`src/rtl/core/gdet_pkg.sv`:
```
// Shared types and constants for the circular gesture detector.
// Holds the word formats, direction and gesture codes and register indexes.
// Depends on nothing; every other file of the block imports it.
`timescale 1ns / 1ps

package gdet_pkg;

  // Register indexes on the configuration port.
  localparam int unsigned CFG_INDEX_W = 2;
  localparam logic [CFG_INDEX_W-1:0] REG_THRESHOLD   = 2'd0;
  localparam logic [CFG_INDEX_W-1:0] REG_TURN_WINDOW = 2'd1;
  localparam logic [CFG_INDEX_W-1:0] REG_SAMPLE_PER  = 2'd2;
  localparam logic [CFG_INDEX_W-1:0] REG_STEPS       = 2'd3;
  localparam int unsigned CFG_DATA_W = 16;

  // Register values after reset.
  localparam logic [6:0]  THRESHOLD_RESET   = 7'd10;
  localparam logic [15:0] TURN_WINDOW_RESET = 16'd350;
  localparam logic [15:0] SAMPLE_PER_RESET  = 16'd10;
  localparam logic [2:0]  STEPS_RESET       = 3'd4;

  typedef enum logic [2:0] {
    DIR_NULL  = 3'd0,
    DIR_RIGHT = 3'd1,
    DIR_DOWN  = 3'd2,
    DIR_LEFT  = 3'd3,
    DIR_UP    = 3'd4
  } dir_t;

  typedef enum logic [1:0] {
    GEST_NONE = 2'd0,
    GEST_CW   = 2'd1,
    GEST_CCW  = 2'd2
  } gesture_t;

  typedef struct packed {
    logic signed [7:0] delta_x;
    logic signed [7:0] delta_y;
    logic [15:0]       now_ms;
  } in_word_t;

  typedef struct packed {
    logic [1:0] gesture;
    logic [2:0] sampled_direction;
  } out_word_t;

  // What the sampler hands to the rotation tracker for one word.
  typedef struct packed {
    logic evaluated;
    dir_t dir;
  } sample_t;

endpackage

```
`src/rtl/core/gdet_sampler.sv`:
```
// Motion accumulator and direction classifier of the gesture detector.
// Keeps the saturating X/Y sums and the time of the last evaluation.
// Depends on gdet_pkg.
`timescale 1ns / 1ps

module gdet_sampler import gdet_pkg::*; (
  input  logic     clk,
  input  logic     rst,
  input  logic     step,
  input  in_word_t word,
  input  logic [6:0]  threshold,
  input  logic [15:0] sample_period,
  output sample_t  sample
);

  logic signed [7:0] sum_x, sum_y;
  logic signed [7:0] sum_x_next, sum_y_next;
  logic [15:0] last_sample_time;
  logic [15:0] since_sample;
  logic [7:0]  mag_x, mag_y;
  logic signed [7:0] thr_pos, thr_neg;
  dir_t dir;

  function automatic logic signed [7:0] sat_add8(input logic signed [7:0] a,
                                                  input logic signed [7:0] b);
    logic signed [8:0] s;
    s = {a[7], a} + {b[7], b};
    if (s[8] != s[7]) begin
      return s[8] ? 8'sh80 : 8'sh7F;
    end
    return s[7:0];
  endfunction

  assign sum_x_next = sat_add8(sum_x, word.delta_x);
  assign sum_y_next = sat_add8(sum_y, word.delta_y);

  assign since_sample = word.now_ms - last_sample_time;

  // Magnitudes are unsigned so that -128 reads as 128.
  assign mag_x = sum_x_next[7] ? 8'(-sum_x_next) : 8'(sum_x_next);
  assign mag_y = sum_y_next[7] ? 8'(-sum_y_next) : 8'(sum_y_next);
  assign thr_pos = $signed({1'b0, threshold});
  assign thr_neg = -thr_pos;

  always_comb begin
    dir = DIR_NULL;
    if (mag_x > mag_y) begin
      if (sum_x_next > thr_pos) begin
        dir = DIR_RIGHT;
      end else if (sum_x_next < thr_neg) begin
        dir = DIR_LEFT;
      end
    end else begin
      if (sum_y_next > thr_pos) begin
        dir = DIR_DOWN;
      end else if (sum_y_next < thr_neg) begin
        dir = DIR_UP;
      end
    end
  end

  always_comb begin
    sample.evaluated = (since_sample >= sample_period);
    sample.dir       = sample.evaluated ? dir : DIR_NULL;
  end

  always_ff @(posedge clk) begin
    if (rst) begin
      sum_x <= '0;
      sum_y <= '0;
      last_sample_time <= '0;
    end else if (step) begin
      if (sample.evaluated) begin
        sum_x <= '0;
        sum_y <= '0;
        last_sample_time <= word.now_ms;
      end else begin
        sum_x <= sum_x_next;
        sum_y <= sum_y_next;
      end
    end
  end

endmodule

```
`src/rtl/core/gdet_rotation.sv`:
```
// Rotation tracker of the gesture detector.
// Counts clockwise and counterclockwise direction steps inside a turn window.
// Depends on gdet_pkg.
`timescale 1ns / 1ps

module gdet_rotation import gdet_pkg::*; (
  input  logic        clk,
  input  logic        rst,
  input  logic        step,
  input  sample_t     sample,
  input  logic [15:0] now_ms,
  input  logic [15:0] turn_window,
  input  logic [2:0]  steps_per_turn,
  output gesture_t    gesture
);

  dir_t        previous_direction;
  logic signed [3:0] rotation_count;
  logic [15:0] turn_start_time;
  logic        turn_active;

  logic        change, expired, cw, ccw;
  logic [15:0] since_start;
  logic signed [4:0] count_base, count_step, spt_pos, spt_neg;

  assign change = sample.evaluated && (sample.dir != DIR_NULL) &&
                  (sample.dir != previous_direction);
  assign since_start = now_ms - turn_start_time;
  assign expired = turn_active && (since_start > turn_window);

  always_comb begin
    cw  = ((previous_direction == DIR_RIGHT) && (sample.dir == DIR_DOWN)) ||
          ((previous_direction == DIR_DOWN)  && (sample.dir == DIR_LEFT)) ||
          ((previous_direction == DIR_LEFT)  && (sample.dir == DIR_UP))   ||
          ((previous_direction == DIR_UP)    && (sample.dir == DIR_RIGHT));
    ccw = ((previous_direction == DIR_RIGHT) && (sample.dir == DIR_UP))   ||
          ((previous_direction == DIR_UP)    && (sample.dir == DIR_LEFT)) ||
          ((previous_direction == DIR_LEFT)  && (sample.dir == DIR_DOWN)) ||
          ((previous_direction == DIR_DOWN)  && (sample.dir == DIR_RIGHT));
  end

  assign count_base = expired ? 5'sd0 : 5'(rotation_count);
  assign spt_pos    = $signed({2'b00, steps_per_turn});
  assign spt_neg    = -spt_pos;

  always_comb begin
    count_step = count_base;
    if (cw) begin
      count_step = count_base + 5'sd1;
    end else if (ccw) begin
      count_step = count_base - 5'sd1;
    end
  end

  // The clockwise test wins a tie, which arises when steps_per_turn and the step count are both zero.
  always_comb begin
    gesture = GEST_NONE;
    if (change) begin
      priority if (count_step >= spt_pos) begin
        gesture = GEST_CW;
      end else if (count_step <= spt_neg) begin
        gesture = GEST_CCW;
      end else begin
        gesture = GEST_NONE;
      end
    end
  end

  always_ff @(posedge clk) begin
    if (rst) begin
      previous_direction <= DIR_NULL;
      rotation_count     <= '0;
      turn_start_time    <= '0;
      turn_active        <= 1'b0;
    end else if (step && change) begin
      previous_direction <= sample.dir;
      if (!turn_active || expired) begin
        turn_start_time <= now_ms;
      end
      if (gesture != GEST_NONE) begin
        rotation_count <= '0;
        turn_active    <= 1'b0;
      end else begin
        rotation_count <= count_step[3:0];
        turn_active    <= 1'b1;
      end
    end
  end

endmodule

```
`src/rtl/core/circular_gesture_detector_top.sv`:
```
// Circular gesture detector: an accepted word goes from the input register through
// the evaluation to the output register; throughput one word per cycle while the
// output is not stalled, set by the single evaluation stage between them.
// Reset (rst, synchronous, active high) clears the sums and the rotation state,
// empties both pipeline registers and loads the register defaults.
// Depends on gdet_pkg, gdet_sampler and gdet_rotation.
`timescale 1ns / 1ps

module circular_gesture_detector_top import gdet_pkg::*; (
  input  logic                  clk,
  input  logic                  rst,
  // Motion word input.
  input  logic                  in_valid,
  output logic                  in_ready,
  input  in_word_t              in_data,
  // Result word output.
  output logic                  out_valid,
  input  logic                  out_ready,
  output out_word_t             out_data,
  // Configuration write port.
  input  logic                  cfg_we,
  input  logic [CFG_INDEX_W-1:0] cfg_index,
  input  logic [CFG_DATA_W-1:0]  cfg_data
);

  // Configuration registers. The user must write them only while the block is idle; the block does not enforce it.
  logic [6:0]  threshold;
  logic [15:0] turn_window;
  logic [15:0] sample_period;
  logic [2:0]  steps_per_turn;

  always_ff @(posedge clk) begin
    if (rst) begin
      threshold      <= THRESHOLD_RESET;
      turn_window    <= TURN_WINDOW_RESET;
      sample_period  <= SAMPLE_PER_RESET;
      steps_per_turn <= STEPS_RESET;
    end else if (cfg_we) begin
      unique case (cfg_index)
        REG_THRESHOLD:   threshold      <= cfg_data[6:0];
        REG_TURN_WINDOW: turn_window    <= cfg_data[15:0];
        REG_SAMPLE_PER:  sample_period  <= cfg_data[15:0];
        REG_STEPS:       steps_per_turn <= cfg_data[2:0];
        default: ;
      endcase
    end
  end

  // The input register holds one accepted word. The word is evaluated in the
  // cycle it moves on to the output register, and that same edge updates the
  // detector state, so the next word always sees the state its predecessor left.
  logic     in_full;
  in_word_t in_q;
  logic     out_full;
  out_word_t out_q;
  logic     advance;

  sample_t  sample;
  gesture_t gesture;

  assign advance  = in_full && (!out_full || out_ready);
  // A new word is taken whenever the input register is empty or moves on
  // in the same cycle, so a waiting result stalls the input side only once the input register is full.
  assign in_ready = !in_full || advance;

  always_ff @(posedge clk) begin
    if (rst) begin
      in_full <= 1'b0;
    end else if (in_valid && in_ready) begin
      in_full <= 1'b1;
    end else if (advance) begin
      in_full <= 1'b0;
    end
  end

  always_ff @(posedge clk) begin
    if (in_valid && in_ready) begin
      in_q <= in_data;
    end
  end

  gdet_sampler u_sampler (
    .clk           (clk),
    .rst           (rst),
    .step          (advance),
    .word          (in_q),
    .threshold     (threshold),
    .sample_period (sample_period),
    .sample        (sample)
  );

  gdet_rotation u_rotation (
    .clk            (clk),
    .rst            (rst),
    .step           (advance),
    .sample         (sample),
    .now_ms         (in_q.now_ms),
    .turn_window    (turn_window),
    .steps_per_turn (steps_per_turn),
    .gesture        (gesture)
  );

  // The output register keeps its word until the consumer takes it.
  always_ff @(posedge clk) begin
    if (rst) begin
      out_full <= 1'b0;
    end else if (advance) begin
      out_full <= 1'b1;
    end else if (out_ready) begin
      out_full <= 1'b0;
    end
  end

  always_ff @(posedge clk) begin
    if (advance) begin
      out_q.gesture           <= gesture;
      out_q.sampled_direction <= sample.dir;
    end
  end

  assign out_valid = out_full;
  assign out_data  = out_q;

endmodule

```
`config.mk`:
```
export PLATFORM = sky130hd
export DESIGN_NAME = circular_gesture_detector_top
export DESIGN_NICKNAME = d
export VERILOG_FILES = /design/src/rtl/core/gdet_pkg.sv /design/src/rtl/core/gdet_sampler.sv /design/src/rtl/core/gdet_rotation.sv /design/src/rtl/core/circular_gesture_detector_top.sv
export SDC_FILE = /design/constraint.sdc
export NUM_CORES = 1
export LEC_CHECK = 0
export BUFFER_PORTS_ARGS = -buffer_cell sky130_fd_sc_hd__buf_2
export CAP_MARGIN = 0
export CORE_MARGIN = 2
export CORE_UTILIZATION = 60
export CTS_BUF_LIST = sky130_fd_sc_hd__clkbuf_4
export CTS_CLUSTER_SIZE = 30
export DETAILED_ROUTE_END_ITERATION = 10
export PLACE_DENSITY = 0.79
export SYNTH_ARGS = -nofsm -noshare
export SYNTH_HDL_FRONTEND = slang
export SYNTH_SLANG_ARGS = --single-unit
```
`constraint.sdc`:
```
create_clock -name clk -period 8.6 [get_ports clk]
set_input_delay 1.72 -clock clk [delete_from_list [all_inputs] [get_ports clk]]
set_output_delay 1.72 -clock clk [all_outputs]
set_load 0.005 [all_outputs]
```
# Word level (Yosys, flattened, before mapping)
# Cells that the tools add are included.
# word_totals
regBits	137
in_bits	55
output_inout_bits	7
wordCells	118
# classes
add_sub_neg	10
order_cmp	9
n_eq_ne	14
mux	30
n_reduce_logical	37
# op_table
cell	count
2-to-1 mux 8 bit	10
subtractor 16 bit	2
greater-than comparator 8 bit	3
adder 8 x 8 -> 9 bit	2
>= comparator 16 bit	1
greater-than comparator 16 bit	1
< comparator 8 bit	2
negation 8 bit	2
2-to-1 mux 3 bit	5
2-to-1 mux 5 bit	3
logical AND 1 bit	14
== test 3 x 2 -> 1 bit (second input constant)	4
AND reduction 2 bit	6
logical OR 1 bit	9
2-to-1 mux 2 bit	4
negation 7 -> 8 bit	1
2-to-1 mux 1 bit	7
== test 3 x 1 -> 1 bit (second input constant)	2
== test 3 bit (second input constant)	2
nonzero test 2 bit	3
adder 5 x 2 -> 5 bit (second input constant)	1
>= comparator 5 x 4 -> 1 bit	1
less-or-equal comparator 5 bit	1
negation 3 -> 5 bit	1
other kinds (9)	13

# Logic depth before layout (Yosys ltp)
# depth
depth_word	22
depth_mapped	36
depth_no_buf	35

# Cells and area by module
# A second synthesis with hierarchy kept.
# hier_totals
hier_cells	1100
area_unflattened_um2	10042.1
# by_module_without_submodules
mod	instances	cells_per_inst	area_per_inst_um2	seq_area_each_um2
gdet_sampler	1	558	4436.8	640.6
circular_gesture_detector_top	1	212	2919.0	1991.9
gdet_rotation	1	330	2686.3	480.5

# Worst setup path before layout
# OpenSTA, ideal clock, no wires.
# synth_timing
path_type	reg-to-reg
from	register in_q[26] (netlist bit)
to	register u_rotation.rotation_count[3]
setup_ns	0.117
t_arrival_ns	7.186
t_required_ns	8.483
slack_ns	1.297
stages_incl_launch_ff	36
n_path_buf	2
period_less_slack_ns	7.303
path_cell_list	edfxtp_1 -> ha_1 -> a21oi_1 -> a21boi_0 -> o21ai_0 -> nand2b_1 -> a21o_1 -> a21o_1 -> xor2_1 -> ha_1 -> clkbuf_4 -> nand2_1 -> a21boi_0 -> ha_1 -> nor3b_1 -> a31oi_1 -> xor2_1 -> ha_1 -> a21o_1 -> a21oi_1 -> o2111ai_1 -> and2_1 -> clkbuf_2 -> a2111oi_1 -> or2_2 -> nor2_1 -> o32ai_1 -> inv_1 -> ha_1 -> nor2b_1 -> o21a_1 -> o21a_1 -> o311ai_0 -> o21ai_0 -> nor3b_1 -> a32o_1
# synth_between
elab_chain_len	22
elab_cells_between_ends	47
cone_classes	add/sub: 2; order compare: 5; eq/ne: 6; mux: 15; reduce/logical: 19
# synth_lines
element	line	source
start: declaration	circular_gesture_detector_top.sv:53	in_word_t in_q;
start signal: assignment	circular_gesture_detector_top.sv:78	in_q <= in_data;
adder 8 x 8 -> 9 bit *	gdet_sampler.sv:27	s = {a[7], a} + {b[7], b};
2-to-1 mux 8 bit or != test 1 bit (tied branches)	gdet_sampler.sv:29, gdet_sampler.sv:28	
2-to-1 mux 8 bit or 2-to-1 mux 1 bit (tied branches)	gdet_sampler.sv:28	if (s[8] != s[7]) begin
2-to-1 mux 8 bit *	gdet_sampler.sv:31	return s[7:0];
negation 8 bit or < comparator 8 bit (tied branches)	gdet_sampler.sv:40, gdet_sampler.sv:50	
2-to-1 mux 8 bit or 2-to-1 mux 2 bit (tied branches)	gdet_sampler.sv:40, gdet_sampler.sv:50	
greater-than comparator 8 bit or 2-to-1 mux 3 bit (tied branches)	gdet_sampler.sv:47, gdet_sampler.sv:48	
2-to-1 mux 3 bit *	gdet_sampler.sv:47	if (mag_x > mag_y) begin
(+6 left out)	--	
2-to-1 mux 5 bit	gdet_rotation.sv:50	end else if (ccw) begin
2-to-1 mux 5 bit	gdet_rotation.sv:48	if (cw) begin
less-or-equal comparator 5 bit	gdet_rotation.sv:61	end else if (count_step <= spt_neg) begin
2-to-1 mux 2 bit	gdet_rotation.sv:61	
2-to-1 mux 2 bit	gdet_rotation.sv:59	priority if (count_step >= spt_pos) begin
2-to-1 mux 2 bit	gdet_rotation.sv:58	if (change) begin
nonzero test 2 bit	gdet_rotation.sv:80	if (gesture != GEST_NONE) begin
2-to-1 mux 4 bit	gdet_rotation.sv:80	
end signal: assignment	gdet_rotation.sv:84	rotation_count <= count_step[3:0];
end: declaration	gdet_rotation.sv:18	logic signed [3:0] rotation_count;
# Every way passes the cells marked *; elsewhere a longest branch is shown, timed or not. The select of a mux whose other input is x is not followed.
# A chain may end at the register's enable or synchronous reset.

# Final worst setup path
# Ends and elaborated chain as after synthesis.

==> out/summary.json <==
{
  "sta": {
    "grt_setup_unrepaired": "no",
    "final.min_clock_period_ns": 7.98,
    "slew_at_the_pin_closest_to_its_max_slew_limit_ns": 1.23,
    "finalCritPeriodShare": 0.928,
    "setup-tns-final_ns": 0,
    "slew_headroom": 0.176,
    "slew_limit_fails": 0,
    "report.final.setup_viol": 0,
    "hold_violations": 0,
    "finClkSkew_ns": 0.0226,
    "achievable-frequency_mhz": 125
  },
  "floorplanning": {
    "die_area_um2": 17000,
    "die_h_um": 130,
    "rows": 46,
    "floorplan.die.width_um": 130,
    "core_area_um2": 15800,
    "initial_core_util": 0.608,
    "floorplan.io_pins": 62
  },
  "final_layout": {
    "area.growth.synth_to_final_pct": 8.62,
    "final_layout_size_suffix_gt1_frac": 0.109,
    "fillers": 1373,
    "post_layout_instance_count_excluding_filler_cells": 1414,
    "multi_input_area_um2": 5900,
    "area.sequential_um2": 3110,
    "layout_common_cells": "nand2_1, ha_1, inv_1",
    "finalNetCount": 1374,
    "final_common_cell": "nand2_1"
  },
  "place": {
    "hpwlAfterDp_mm": 16.3,
    "numPlacedInstances": 1381,
    "placer_congestion": 0.898,
    "port-buffer-count": 61
  },
  "synthesis": {
    "syn-instance-count": 1123,
    "yosys_most_used_dff": "dfxtp_1",
    "synth.largest_area_cell": "dfxtp_1",
    "synth_area_leaders": "dfxtp_1, ha_1, edfxtp_1",
    "number_of_enable_type_register_cells_in_the_synthesized_netlist": 37,
    "ys_seq_area_frac": 0.325,
    "synth_top_area_frac": 0.209,
    "synthDistinctLibCells": 85,
    "synth-seq-cells": 137,
    "synthesis.nets": 1313,
    "async_flop_share": 0,
    "yosys_warnings": 0,
    "synth.avg_cell_area_um2": 8.54,
    "synth_area_um2": 9590
  },
  "run": {
    "drv_cap": 0
  },
  "drt": {
    "drtIter0Drc": 630,
    "post_drt_wl_per_cell_um": 15.1,
    "postRouteAntennaNets": 0,
    "first_pass_iteration_count_of_the_detailed_router": 6,
    "vias": 8010,
    "routed_via_density": 5.66,
    "drc_errors": 0,
    "drt_wl_total_mm": 21.4
  },
  "grt": {
    "gr_util_all_layers": 0.257,
    "antenna_violations_before_repair": 1,
    "pin_count_of_the_biggest_net_entering_global_routing": 100,
    "met2_track_demand_over_resource": 0.392,
    "grt_pass1_vias": 7316,
    "globalRouteMet1Util": 0.385,
    "grt.busiest_layer": "met2",
    "global_route_wire_length_before_repair_mm": 34.7,
    "final_global_route_overflow_total": 0,
    "globalRouteMet3Util": 0.0383
  },
  "critical_path": {
    "critical_path.max_fanout": 10,
    "crit_slowest_cell": "ha_1",
    "data_arrival_time_of_the_critical_path_ns": 8.45,
    "critical_path_class": "flop to flop",
    "worstPathRequired_ns": 9.07,
    "reg_to_reg_critical_path_startpoint": "in_q[26]$_DFFE_PP_",
    "critical_path.endpoint_type": "flop",
    "timing.critical_path.from": "in_q[26]$_DFFE_PP_",
    "critical_path.most_common_cell": "ha_1",
    "critical_path.max_stage_delay_ns": 0.46,
    "worst_setup_path_start_kind": "flop"
  },
  "cts": {
    "clock_path_buffers": 2,
    "clock-root-buffer": "clkbuf_4",
    "clkSlewWorstSetupHoldPaths_ns": 0.15,
    "cts_tree": "built",
    "worst_skew_pair.late_latency_ns": 0.57,
    "cts_setup_buffers": 0,
    "cts_inserted_buffers": 17,
    "cts.sinks": 137,
    "htreeDepth": 4
  },
  "pwr": {
    "p_leak_uw": 0.00459,
    "max-vdd-ir-drop_mv": 0.128,
    "power.density_cell_area_nw_per_um2": 261
  },
  "hold_path": {
    "type_of_the_most_critical_hold_path": "flop to flop",
    "hold_path.startpoint": "u_sampler.last_sample_time[13]$_SDFFE_PP0P_"
  },
  "run_status": {
    "outcome": "finished, final reports clean"
  }
}
## area by class of cell
cell class / count / area share
inverter: 126 / 0.0454
clock buffer: 17 / 0.0123
timing repair buffer: 68 / 0.0344
multi-input combinational: 834 / 0.566
sequential: 137 / 0.299
tap: 216 / 0.0259
clock inverter: 15 / 0.0169
antenna: 1 / 0.000240
## state kept, by name (all words and copies together) (netlist names), 3 cells and up
signal / count
steps_per_turn: 3
u_rotation.rotation_count: 4
u_sampler.sum_x: 8
sample_period: 16
turn_window: 16
u_rotation.turn_start_time: 16
in_q: 32
u_sampler.sum_y: 8
u_rotation.previous_direction: 3
u_sampler.last_sample_time: 16
threshold: 7
out_data: 5
## layer usage
metal	routed length, um	up-vias
met5	0	-
met4	298	0
met3	978	29
met2	9210	183
met1	10900	3735
li1	-	4063
## kinds of logic (layout without fill, tap and decap cells)
kind of cell	Yosys count	after routing	share of synthesized area
AOI/OAI and AO/OA	256	256	0.182
xor gates and xnor gates	51	51	0.0466
adders and majority gates	135	135	0.179
buffers and inverters	152	226	0.0616
DFF	137	137	0.325
muxes	24	24	0.0252
other	0	1	0
and+or+nand+nor	368	368	0.181
## critical path, delay by kind of cell (launching register included)
family                     cells  cell delay, ns
AOI/OAI and AO/OA             17            3.71
adders and majority gates      5            1.72
and+or+nand+nor                8            1.60
DFF                            1            0.40
xor gates and xnor gates       2            0.34
buffers and inverters          1            0.11
## timing repair
item	CTS	global route
gates resized for setup	0	5
hold buffers	0	0
setup endpoints to repair	0	6
## worst paths after layout
kind                                                 end  depth (start not counted)  slack (ns)
max reg2reg    u_rotation.rotation_count[3]$_SDFFE_PP0P_                         33        0.62
max            u_rotation.rotation_count[3]$_SDFFE_PP0P_                         33        0.62
min reg2reg  u_sampler.last_sample_time[13]$_SDFFE_PP0P_                          2        0.46
min          u_sampler.last_sample_time[13]$_SDFFE_PP0P_                          2        0.46
## report_power, final
part           internal, uW  switching [uW]  leakage [uW]
logic                   608             897       0.00325
clock network           139             300      0.000164
registers               733            39.3       0.00117
total                  1480            1240       0.00459
## metrics by stage
| stage | total power (uW) | cell area, um2 | hold slack [ns] | setup slack (ns) | util |
|---|---|---|---|---|---|
| 6_report | 2720 | 10400 | 0.465 | 0.620 | 0.661 |
| 5_1_grt | 2930 | 10400 | 0.485 | 0.0169 | 0.661 |
| 4_1_cts | 2690 | 10400 | 0.466 | 0.490 | 0.660 |
| 3_5_place_dp | 2250 | 10100 | 0.447 | 0.528 | 0.640 |
| 3_3_place_gp | 2210 | 10100 | 0.441 | 0.845 | 0.640 |
| 2_1_floorplan | 1930 | 9590 | 0.436 | 1.30 | - |
## Yosys cell counts (all sizes together) (7+ instances only)
master and number:
a21oi 88, nand4 9, and3 8, a211o 10, a21boi 8, xnor2 40, clkbuf 24, o21ai 35
nor2 106, edfxtp 37, mux2i 23, ha 131, o21a 11, inv 126, nand3 22, a22oi 11
nand2 144, xor2 11, a31oi 7, nand2b 9, dfxtp 100, nor2b 12, o211ai 10, nor3 17
a21o 19
Power figures use the tool's default switching activity.
